File: config.mk
export PLATFORM = sky130hd
export DESIGN_NAME = line_token_highlighter_core
export DESIGN_NICKNAME = d
export VERILOG_FILES = /design/src/lth_pkg.sv /design/src/lth_scan.sv /design/src/lth_outq.sv /design/src/line_token_highlighter_core.sv
export VERILOG_INCLUDE_DIRS = /design/src /design/src/src
export SDC_FILE = /design/constraint.sdc
export NUM_CORES = 1
export LEC_CHECK = 0
export BUFFER_PORTS_ARGS = -buffer_cell sky130_fd_sc_hd__buf_2
export CAP_MARGIN = 20
export CORE_MARGIN = 3
export CORE_UTILIZATION = 65
export DETAILED_ROUTE_END_ITERATION = 6
export PLACE_DENSITY = 0.83
export SLEW_MARGIN = 20
export SYNTH_ARGS = -nofsm -noshare
export SYNTH_HDL_FRONTEND = slang
export SYNTH_SLANG_ARGS = --single-unit
File: constraint.sdc
create_clock -name clk_i -period 9.65 [get_ports clk_i]
set_input_delay 0.4825 -clock clk_i [delete_from_list [all_inputs] [get_ports clk_i]]
set_output_delay 0.4825 -clock clk_i [all_outputs]
set_load 0.02 [all_outputs]
File: src/line_token_highlighter_core_defines.svh
// Assertion macros shared by the line token highlighter RTL.
`ifndef LINE_TOKEN_HIGHLIGHTER_CORE_DEFINES_SVH
`define LINE_TOKEN_HIGHLIGHTER_CORE_DEFINES_SVH

// Plain invariant, checked at every clock edge outside reset.
`define LTH_ASSERT(lbl, prop, msg) \
  lbl: assert property (@(posedge clk_i) disable iff (!rst_ni) (prop)) else $error(msg);

// Same-cycle implication, checked at every clock edge outside reset.
`define LTH_ASSERT_IMP(lbl, ante, cons, msg) \
  lbl: assert property (@(posedge clk_i) disable iff (!rst_ni) (ante) |-> (cons)) else $error(msg);

`endif

File: src/lth_pkg.sv
// Types, constants and helper functions of the line token highlighter.
package lth_pkg;

  localparam int unsigned LINE_LEN   = 96;
  localparam int unsigned MAX_TOKENS = 4;
  localparam int unsigned WORD_CAP   = 23;
  localparam int unsigned LINE_COUNT = 128;

  // Longest keyword; only this many leading identifier characters are kept.
  localparam int unsigned HEAD_CHARS = 6;
  localparam int unsigned HEAD_W     = 8 * HEAD_CHARS;

  localparam int unsigned COL_W  = 7;
  localparam int unsigned CNT_W  = 3;
  localparam int unsigned LEN_W  = 5;
  localparam int unsigned TYPE_W = 4;
  localparam int unsigned MODE_W = 3;
  localparam int unsigned LINE_W = 7;

  localparam int unsigned QDEPTH = 4;
  localparam int unsigned QPTR_W = 2;
  localparam int unsigned QCNT_W = 3;

  // Scanner modes.
  localparam logic [MODE_W-1:0] MODE_IDLE    = 3'd0;
  localparam logic [MODE_W-1:0] MODE_STR     = 3'd1;
  localparam logic [MODE_W-1:0] MODE_STR_ESC = 3'd2;
  localparam logic [MODE_W-1:0] MODE_NUM     = 3'd3;
  localparam logic [MODE_W-1:0] MODE_WORD    = 3'd4;
  localparam logic [MODE_W-1:0] MODE_CMT     = 3'd5;
  localparam logic [MODE_W-1:0] MODE_PP      = 3'd6;

  // Result record types.
  localparam logic [TYPE_W-1:0] TOK_ABSENT  = 4'd0;
  localparam logic [TYPE_W-1:0] TOK_SUMMARY = 4'd0;
  localparam logic [TYPE_W-1:0] TOK_KW      = 4'd1;
  localparam logic [TYPE_W-1:0] TOK_STR     = 4'd2;
  localparam logic [TYPE_W-1:0] TOK_CMT     = 4'd3;
  localparam logic [TYPE_W-1:0] TOK_NUM     = 4'd4;
  localparam logic [TYPE_W-1:0] TOK_TYP     = 4'd5;
  localparam logic [TYPE_W-1:0] TOK_FN      = 4'd6;
  localparam logic [TYPE_W-1:0] TOK_OP      = 4'd7;
  localparam logic [TYPE_W-1:0] TOK_PP      = 4'd8;

  // Input item request kinds.
  localparam logic REQ_CHAR = 1'b0;
  localparam logic REQ_EOL  = 1'b1;

  typedef struct packed {
    logic       req_type;
    logic [7:0] ch;
  } lth_in_t;

  typedef struct packed {
    logic [TYPE_W-1:0] tok_type;
    logic [COL_W-1:0]  tok_start;
    logic [COL_W-1:0]  tok_end;
    logic [LINE_W-1:0] line_index;
    logic [CNT_W-1:0]  token_count;
    logic              line_done;
  } lth_out_t;

  // Records produced by one accepted transaction, rec0 first.
  typedef struct packed {
    logic [1:0] n;
    lth_out_t   rec0;
    lth_out_t   rec1;
  } lth_push_t;

  function automatic logic is_alpha(input logic [7:0] c);
    return (c >= "a" && c <= "z") || (c >= "A" && c <= "Z") || c == "_";
  endfunction

  function automatic logic is_digit(input logic [7:0] c);
    return c >= "0" && c <= "9";
  endfunction

  // The head holds the identifier with its last character in the low byte,
  // so a word of n characters sits in the low 8*n bits.
  function automatic logic [TYPE_W-1:0] word_kind(input logic [HEAD_W-1:0] h,
                                                  input logic [LEN_W-1:0] n);
    logic [TYPE_W-1:0] k;
    k = TOK_ABSENT;
    unique case (n)
      5'd2: begin
        if (h[15:0] == "if") k = TOK_KW;
      end
      5'd3: begin
        if (h[23:0] == "int") k = TOK_TYP;
        else if (h[23:0] == "for") k = TOK_KW;
      end
      5'd4: begin
        if (h[31:0] == "void" || h[31:0] == "char") k = TOK_TYP;
        else if (h[31:0] == "else" || h[31:0] == "case") k = TOK_KW;
      end
      5'd5: begin
        if (h[39:0] == "while" || h[39:0] == "const" || h[39:0] == "break") k = TOK_KW;
      end
      5'd6: begin
        if (h[47:0] == "return" || h[47:0] == "static" || h[47:0] == "struct" ||
            h[47:0] == "switch") k = TOK_KW;
      end
      default: k = TOK_ABSENT;
    endcase
    return k;
  endfunction

endpackage

File: src/lth_scan.sv
// Line scanner: holds the per-line state and turns each transaction into records.
`include "line_token_highlighter_core_defines.svh"

module lth_scan (
  input  logic               clk_i,
  input  logic               rst_ni,
  input  logic               accept_i,
  input  lth_pkg::lth_in_t   in_data_i,
  output lth_pkg::lth_push_t push_o
);

  logic [lth_pkg::MODE_W-1:0] mode_q, mode_d;
  logic                       slash_q, slash_d;
  logic [lth_pkg::HEAD_W-1:0] head_q, head_d;
  logic [lth_pkg::LEN_W-1:0]  len_q, len_d;
  logic [lth_pkg::COL_W-1:0]  tb_q, tb_d;
  logic [lth_pkg::COL_W-1:0]  col_q, col_d;
  logic [lth_pkg::CNT_W-1:0]  emit_q, emit_d;
  logic [lth_pkg::LINE_W-1:0] line_q, line_d;

  logic [7:0]                 c;
  logic                       a_vld, s_vld, start_en;
  logic [lth_pkg::TYPE_W-1:0] kind;
  lth_pkg::lth_out_t          a_rec, s_rec;

  assign c = in_data_i.ch;

  function automatic lth_pkg::lth_out_t tok_rec(input logic [lth_pkg::TYPE_W-1:0] t,
                                                input logic [lth_pkg::COL_W-1:0] s,
                                                input logic [lth_pkg::COL_W-1:0] e,
                                                input logic [lth_pkg::LINE_W-1:0] l);
    lth_pkg::lth_out_t r;
    r.tok_type    = t;
    r.tok_start   = s;
    r.tok_end     = e;
    r.line_index  = l;
    r.token_count = '0;
    r.line_done   = 1'b0;
    return r;
  endfunction

  always_comb begin
    mode_d   = mode_q;
    slash_d  = slash_q;
    head_d   = head_q;
    len_d    = len_q;
    tb_d     = tb_q;
    col_d    = col_q;
    line_d   = line_q;
    a_vld    = 1'b0;
    s_vld    = 1'b0;
    start_en = 1'b0;
    kind     = lth_pkg::TOK_ABSENT;
    a_rec    = tok_rec(lth_pkg::TOK_ABSENT, tb_q, tb_q, line_q);
    s_rec    = tok_rec(lth_pkg::TOK_ABSENT, col_q, col_q, line_q);

    if (in_data_i.req_type == lth_pkg::REQ_CHAR) begin
      if (col_q < lth_pkg::COL_W'(lth_pkg::LINE_LEN)) begin
        if (emit_q < lth_pkg::CNT_W'(lth_pkg::MAX_TOKENS)) begin
          if (slash_q) begin
            slash_d = 1'b0;
            if (c == "/") begin
              mode_d = lth_pkg::MODE_CMT;
            end else begin
              a_vld    = 1'b1;
              a_rec    = tok_rec(lth_pkg::TOK_OP, tb_q, tb_q + 7'd1, line_q);
              start_en = 1'b1;
            end
          end else begin
            case (mode_q)
              lth_pkg::MODE_STR: begin
                if (c == "\"") begin
                  a_vld  = 1'b1;
                  a_rec  = tok_rec(lth_pkg::TOK_STR, tb_q, col_q + 7'd1, line_q);
                  mode_d = lth_pkg::MODE_IDLE;
                end else if (c == "\\") begin
                  mode_d = lth_pkg::MODE_STR_ESC;
                end
              end
              lth_pkg::MODE_STR_ESC: begin
                mode_d = lth_pkg::MODE_STR;
              end
              lth_pkg::MODE_NUM: begin
                if (!(lth_pkg::is_digit(c) || c == "x")) begin
                  a_vld    = 1'b1;
                  a_rec    = tok_rec(lth_pkg::TOK_NUM, tb_q, col_q, line_q);
                  mode_d   = lth_pkg::MODE_IDLE;
                  start_en = 1'b1;
                end
              end
              lth_pkg::MODE_WORD: begin
                if ((lth_pkg::is_alpha(c) || lth_pkg::is_digit(c)) &&
                    len_q < lth_pkg::LEN_W'(lth_pkg::WORD_CAP)) begin
                  if (len_q < lth_pkg::LEN_W'(lth_pkg::HEAD_CHARS)) begin
                    head_d = {head_q[lth_pkg::HEAD_W-9:0], c};
                  end
                  len_d = len_q + 5'd1;
                end else begin
                  kind = lth_pkg::word_kind(head_q, len_q);
                  if (kind == lth_pkg::TOK_ABSENT && c == "(") kind = lth_pkg::TOK_FN;
                  a_vld    = (kind != lth_pkg::TOK_ABSENT);
                  a_rec    = tok_rec(kind, tb_q, col_q, line_q);
                  mode_d   = lth_pkg::MODE_IDLE;
                  start_en = 1'b1;
                end
              end
              lth_pkg::MODE_CMT, lth_pkg::MODE_PP: begin
              end
              default: begin
                start_en = 1'b1;
              end
            endcase
          end
        end
        col_d = col_q + 7'd1;
      end

      // A new token may start only while the per-line token budget has room.
      if (start_en &&
          (emit_q + lth_pkg::CNT_W'(a_vld)) < lth_pkg::CNT_W'(lth_pkg::MAX_TOKENS)) begin
        tb_d = col_q;
        if (c == " " || c == "\t") begin
        end else if (c == "/") begin
          slash_d = 1'b1;
        end else if (c == "\"") begin
          mode_d = lth_pkg::MODE_STR;
        end else if (lth_pkg::is_digit(c)) begin
          mode_d = lth_pkg::MODE_NUM;
        end else if (lth_pkg::is_alpha(c)) begin
          mode_d = lth_pkg::MODE_WORD;
          head_d = lth_pkg::HEAD_W'(c);
          len_d  = 5'd1;
        end else if (c == "#") begin
          mode_d = lth_pkg::MODE_PP;
        end else if (c == "+" || c == "-" || c == "*" || c == "=" || c == "<" ||
                     c == ">") begin
          s_vld = 1'b1;
          s_rec = tok_rec(lth_pkg::TOK_OP, col_q, col_q + 7'd1, line_q);
        end
      end
    end else begin
      if (emit_q < lth_pkg::CNT_W'(lth_pkg::MAX_TOKENS)) begin
        if (slash_q) begin
          a_vld = 1'b1;
          a_rec = tok_rec(lth_pkg::TOK_OP, tb_q, tb_q + 7'd1, line_q);
        end else begin
          case (mode_q)
            lth_pkg::MODE_STR, lth_pkg::MODE_STR_ESC: begin
              a_vld = 1'b1;
              a_rec = tok_rec(lth_pkg::TOK_STR, tb_q, col_q, line_q);
            end
            lth_pkg::MODE_NUM: begin
              a_vld = 1'b1;
              a_rec = tok_rec(lth_pkg::TOK_NUM, tb_q, col_q, line_q);
            end
            lth_pkg::MODE_WORD: begin
              kind  = lth_pkg::word_kind(head_q, len_q);
              a_vld = (kind != lth_pkg::TOK_ABSENT);
              a_rec = tok_rec(kind, tb_q, col_q, line_q);
            end
            lth_pkg::MODE_CMT: begin
              a_vld = 1'b1;
              a_rec = tok_rec(lth_pkg::TOK_CMT, tb_q, col_q, line_q);
            end
            lth_pkg::MODE_PP: begin
              a_vld = 1'b1;
              a_rec = tok_rec(lth_pkg::TOK_PP, tb_q, col_q, line_q);
            end
            default: begin
            end
          endcase
        end
      end
      s_vld             = 1'b1;
      s_rec             = tok_rec(lth_pkg::TOK_SUMMARY, '0, col_q, line_q);
      s_rec.token_count = emit_q + lth_pkg::CNT_W'(a_vld);
      s_rec.line_done   = 1'b1;
      mode_d  = lth_pkg::MODE_IDLE;
      slash_d = 1'b0;
      head_d  = '0;
      len_d   = '0;
      tb_d    = '0;
      col_d   = '0;
      line_d  = (line_q == lth_pkg::LINE_W'(lth_pkg::LINE_COUNT - 1)) ? '0 : line_q + 7'd1;
    end
  end

  always_comb begin
    if (in_data_i.req_type == lth_pkg::REQ_EOL) begin
      emit_d = '0;
    end else begin
      emit_d = emit_q + lth_pkg::CNT_W'(a_vld) + lth_pkg::CNT_W'(s_vld);
    end
  end

  assign push_o.n    = accept_i ? (2'(a_vld) + 2'(s_vld)) : 2'd0;
  assign push_o.rec0 = a_vld ? a_rec : s_rec;
  assign push_o.rec1 = s_rec;

  always_ff @(posedge clk_i or negedge rst_ni) begin
    if (!rst_ni) begin
      mode_q  <= lth_pkg::MODE_IDLE;
      slash_q <= 1'b0;
      head_q  <= '0;
      len_q   <= '0;
      tb_q    <= '0;
      col_q   <= '0;
      emit_q  <= '0;
      line_q  <= '0;
    end else if (accept_i) begin
      mode_q  <= mode_d;
      slash_q <= slash_d;
      head_q  <= head_d;
      len_q   <= len_d;
      tb_q    <= tb_d;
      col_q   <= col_d;
      emit_q  <= emit_d;
      line_q  <= line_d;
    end
  end

  `LTH_ASSERT(a_col_bound, col_q <= lth_pkg::LINE_LEN, "column ran past the line length")
  `LTH_ASSERT(a_emit_bound, emit_q <= lth_pkg::MAX_TOKENS, "token budget exceeded")
  `LTH_ASSERT_IMP(a_slash_idle, slash_q, mode_q == lth_pkg::MODE_IDLE, "slash held inside a token")
  `LTH_ASSERT_IMP(a_word_len, mode_q == lth_pkg::MODE_WORD, len_q != '0 && len_q <= lth_pkg::WORD_CAP, "identifier length out of range")

endmodule

File: src/lth_outq.sv
// Result queue: takes up to two records per cycle and hands out one per transaction.
`include "line_token_highlighter_core_defines.svh"

module lth_outq (
  input  logic               clk_i,
  input  logic               rst_ni,
  input  lth_pkg::lth_push_t push_i,
  output logic               ready_o,
  output logic               out_valid_o,
  input  logic               out_ready_i,
  output lth_pkg::lth_out_t  out_data_o
);

  lth_pkg::lth_out_t          mem_q [lth_pkg::QDEPTH];
  logic [lth_pkg::QPTR_W-1:0] wr_q, rd_q;
  logic [lth_pkg::QCNT_W-1:0] cnt_q;
  logic                       pop;

  assign out_valid_o = (cnt_q != '0);
  assign out_data_o  = mem_q[rd_q];
  assign pop         = out_valid_o && out_ready_i;
  // Room for the two records one transaction can produce.
  assign ready_o     = (cnt_q <= lth_pkg::QCNT_W'(lth_pkg::QDEPTH - 2));

  always_ff @(posedge clk_i) begin
    if (push_i.n != 2'd0) mem_q[wr_q] <= push_i.rec0;
    if (push_i.n == 2'd2) mem_q[wr_q + 2'd1] <= push_i.rec1;
  end

  always_ff @(posedge clk_i or negedge rst_ni) begin
    if (!rst_ni) begin
      wr_q  <= '0;
      rd_q  <= '0;
      cnt_q <= '0;
    end else begin
      wr_q  <= wr_q + lth_pkg::QPTR_W'(push_i.n);
      rd_q  <= rd_q + lth_pkg::QPTR_W'(pop);
      cnt_q <= cnt_q + lth_pkg::QCNT_W'(push_i.n) - lth_pkg::QCNT_W'(pop);
    end
  end

  `LTH_ASSERT(a_cnt_bound, cnt_q <= lth_pkg::QDEPTH, "result queue overflow")
  `LTH_ASSERT(a_ptr_cnt, cnt_q[lth_pkg::QPTR_W-1:0] == lth_pkg::QPTR_W'(wr_q - rd_q), "queue pointers disagree with fill count")
  `LTH_ASSERT_IMP(a_full_valid, !ready_o, out_valid_o, "queue stalls input while empty")

endmodule

File: src/line_token_highlighter_core.sv
// Top level of the line token highlighter: scanner followed by the result queue.
//
// Usage: feed one source line as a series of character transactions on the
// input channel (req_type 0, ch the byte), then one end-of-line transaction
// (req_type 1). Results leave on the output channel: highlight tokens (type,
// start column, end column) and, for every end of line, a summary record with
// line_done set, the line length in tok_end and the token count.
// The records of a transaction are registered in the result queue and reach the
// output in the cycle after it is accepted, when the queue is empty.
// Throughput: one input transaction per cycle while each produces at most one
// record and the receiver keeps up; two records of one transaction leave in turn.
// The four-entry result queue accepts input while it has room for two records,
// so a stalled receiver backs up into in_ready_o once three or four records wait.
// Reset clears the line state, the line counter and the result queue; the
// first line after reset is line 0.
module line_token_highlighter_core (
  input  logic              clk_i,
  input  logic              rst_ni,
  input  logic              in_valid_i,
  output logic              in_ready_o,
  input  lth_pkg::lth_in_t  in_data_i,
  output logic              out_valid_o,
  input  logic              out_ready_i,
  output lth_pkg::lth_out_t out_data_o
);

  logic               accept;
  lth_pkg::lth_push_t push;

  assign accept = in_valid_i && in_ready_o;

  lth_scan u_scan (
    .clk_i     (clk_i),
    .rst_ni    (rst_ni),
    .accept_i  (accept),
    .in_data_i (in_data_i),
    .push_o    (push)
  );

  lth_outq u_outq (
    .clk_i       (clk_i),
    .rst_ni      (rst_ni),
    .push_i      (push),
    .ready_o     (in_ready_o),
    .out_valid_o (out_valid_o),
    .out_ready_i (out_ready_i),
    .out_data_o  (out_data_o)
  );

endmodule
==> impl_results.md <==
- Post-synth top area cell: edfxtp_1
- CTS tree: yes
- Commonest cells in the netlist: 112 x edfxtp_1, 99 x nand2_1, 88 x dfrtp_1, 77 x clkbuf_1, 76 x a22o_1
- Initial core utilization: 67.4%
- Clock sinks: 204
- CTS buffer count: 22
- Final instance area: 13000 sq um
- CTS Buffer Depth: 3
- Post-Synthesis Cells: 1143
- Top delay family on crit path: simple AND/OR/NAND/NOR gates
- PD cells: 238 nW/um^2
- Vias in the first global route: 9347
- Global-route wire length before repair: 54000 um
- Comb power frac: 31.7%
- Arr. time, crit path: 6.43 ns
- Most common cell in the netlist: edfxtp_1
- Post-synthesis sequential area ratio: 47.6%
- Status: complete, no violations
- Flops & latches, synth: 204
- Max transition margin: 26.4%
- Synth warn: 0
- Root Buffer: clkbuf_16
- Layout cells sized above 1: 13.9%
- Vias: 10197
- Crit path largest cell delay: 0.57 ns
- Synth top area share: 28.4%
- Worst slew pin tran: 1.10 ns
- Number of I/O pins: 44
- Max_cap viols: 0
- Net Switching: 0.00117 W
- Final setup fails: 0
- Total power: 0.00308 W
- Placed instance area: 12200 sq um
- Diodes inserted: 0
- DRC: 0
- Critical Path Start Type: register
- Critical Path End Type: register
- Peak supply drop: 253 uV
- Die width: 141 um
- Flop pwr share: 39.9%
- Main flop type after synthesis: edfxtp_1
- DP HPWL: 23100 um
- Slowest cell on crit path: nand2_1
- DRT Wirelength: 34500 um
- CTS Hold Bufs: 1
- Die height: 141 um
- Final-report max-slew violation count: 0
- Area of the multi-input gates: 5810 sq um
- Int Pwr: 0.00192 W
- Iter 0 DRT Violations: 1318
- Core area: 17600 sq um
- Tmin final: 6.16 ns
- Layout area overhead: 9.45%
- Final hold vios: 0
- Die Area: 19900 sq um
- GP Congestion: 1.03
- Hold Path Class: in2reg
- Highest clock rate: 0.162 GHz
- Reg2Reg Setup Slack: 3.49 ns
- Clock power frac: 28.4%
- Critical path class: reg2reg
- Post-synth EDFFs: 112
- DR pass1 iterations: 6
- Clock skew: 0.00761 ns
- Period Utilization, post-route: 63.9%
- Area contributors post-synth: edfxtp_1 28%, dfrtp_1 19%, a22o_1 5.6%, mux4_2 5.5%, nand2_1 3.1%
- Syn_nets: 1174
- Wire per inst: 24.9 um
- Netlist Area Pre-Place: 11900 sq um
- Post-synth ARST share: 43.1%
- CP Buf/Inv Count: 1
- Unrepaired setup endpoints after global routing: no
- Grt ovf: 0
- Post-CTS setup buffers: 0
- Fillers: 1207
- Sw frac: 37.8%
- Final net count: 1175
- Reg area: 5650 sq um
- CP Cell Sequence: or3b_1 -> or4_1 -> or4_1 -> o32a_1 -> o2111ai_1 -> o22ai_1 -> and2_1 -> a21o_1 -> ha_1 -> o21ai_1 -> nand2b_1 -> nand2_1 -> buf_4 -> and2_1
- FP Rows: 48
- Mean Syn Cell Area: 10.4 sq um
- Cell variety after synth: 80
- Global Route Usage Sum: 34.3%
- Port bufs: 43
- Reg clk slew, reported paths: 0.06 ns
- Initial antenna violation count: 0
- Cts repair resizes: 0
- Antenna Nets Post-Route: 0
- Clock latency at the later pin of the worst-skew pair: 0.51 ns
- Worst Path Required: 9.91 ns
- Layout Utilization: 73.7%
- Setup TNS: 0 ns
- Vias per std cell: 7.36
- Crit-path max FO: 18
- Leakage: 4.80 nW
- Largest net degree at the start of global routing: 70
- H-Tree Depth: 1
[logic make-up after synthesis]
logic type | count (synthesis) | synth area share, %
AND/OR/NAND/NOR | 398 | 18.7
AO/OA/AOI/OAI | 361 | 20.8
buffers and inverters | 111 | 3.62
XOR/XNOR | 15 | 1.11
multiplexers | 36 | 6.10
adder cells (fa/ha/maj) | 18 | 2.03
flip-flops | 204 | 47.6
[worst paths after layout]
| kind | cells after the start | start | end |
|---|---|---|---|
| hold reg to reg | 2 | u_outq.mem_q[3][28] | u_outq.mem_q[3][28] |
| setup / recovery | 14 | u_scan.head_q[17] | u_outq.mem_q[0][9] |
| setup reg to reg | 14 | u_scan.head_q[17] | u_outq.mem_q[0][9] |
| max in group asynchronous | 3 | rst_ni | u_outq.rd_q[0] |
| min in group asynchronous | 2 | rst_ni | u_scan.mode_q[2] |
| hold / removal | 2 | in_data_i[6] | u_scan.head_q[6] |
[cell usage in the layout (no fill, tap or decap), drive strengths merged, types with 12 or more instances in the layout]
| master | Yosys | final |
|---|---|---|
| a21boi | 14 | 14 |
| a21oi | 68 | 68 |
| a22o | 76 | 76 |
| a31oi | 23 | 23 |
| and2 | 36 | 36 |
| buf | 8 | 62 |
| clkbuf | 78 | 24 |
| dfrtp | 88 | 88 |
| edfxtp | 112 | 112 |
| ha | 16 | 16 |
| inv | 25 | 26 |
| mux4 | 29 | 29 |
| nand2 | 99 | 99 |
| nand2b | 15 | 15 |
| nand3 | 23 | 23 |
| nor2 | 65 | 65 |
| nor3 | 26 | 26 |
| nor4 | 22 | 22 |
| o21ai | 74 | 74 |
| o22ai | 29 | 29 |
| or4 | 12 | 12 |
[registers in the layout (all words and copies together), names as in the netlist, 3 cells and up]
register and flops:
u_outq.mem_q 116, u_scan.head_q 48, u_scan.col_q 7, u_scan.line_q 7
u_scan.tb_q 7, u_scan.len_q 5, u_outq.cnt_q 3, u_scan.emit_q 3
u_scan.mode_q 3
[metal layers]
layer / GRT usage (%) / vias up / share of wire (%)
met4: 10.5 / 0 / 3.2
li1: - / 4439 / -
met2: 51.9 / 775 / 44
met5: 0 / - / 0
met3: 6.07 / 114 / 13
met1: 51.3 / 4869 / 40
[through the flow]
stage | worst slack [ns] | hold slack [ns] | std cells
after global placement | 3.74 | 0.387 | 1343
after floorplan | 4.33 | 0.187 | 1143
after global routing | 3.06 | 0.282 | 1385
final | 3.49 | 0.276 | 1385
after CTS | 3.50 | 0.261 | 1384
after detailed placement | 3.57 | 0.391 | 1343
[final cells by class]
type / instances / share of cell area (%)
multi-input cells: 828 / 44.8
flip-flops and latches: 204 / 43.5
clock buffers: 24 / 4.63
repair buffers: 63 / 3.01
well taps: 225 / 2.17
clock inverters: 16 / 1.17
inverters: 25 / 0.723
[power groups by stage]
stage,Clock (W),Sequential (W),Combinational (W)
global route,0.000911,0.00125,0.00105
global placement,0,0.00123,0.000928
finish,0.000876,0.00123,0.000977
CTS,0.000876,0.00122,0.000960
floorplan,0,0.00110,0.000781
detailed placement,0,0.00124,0.000951
Note: power is estimated with default switching activity, not from simulation.
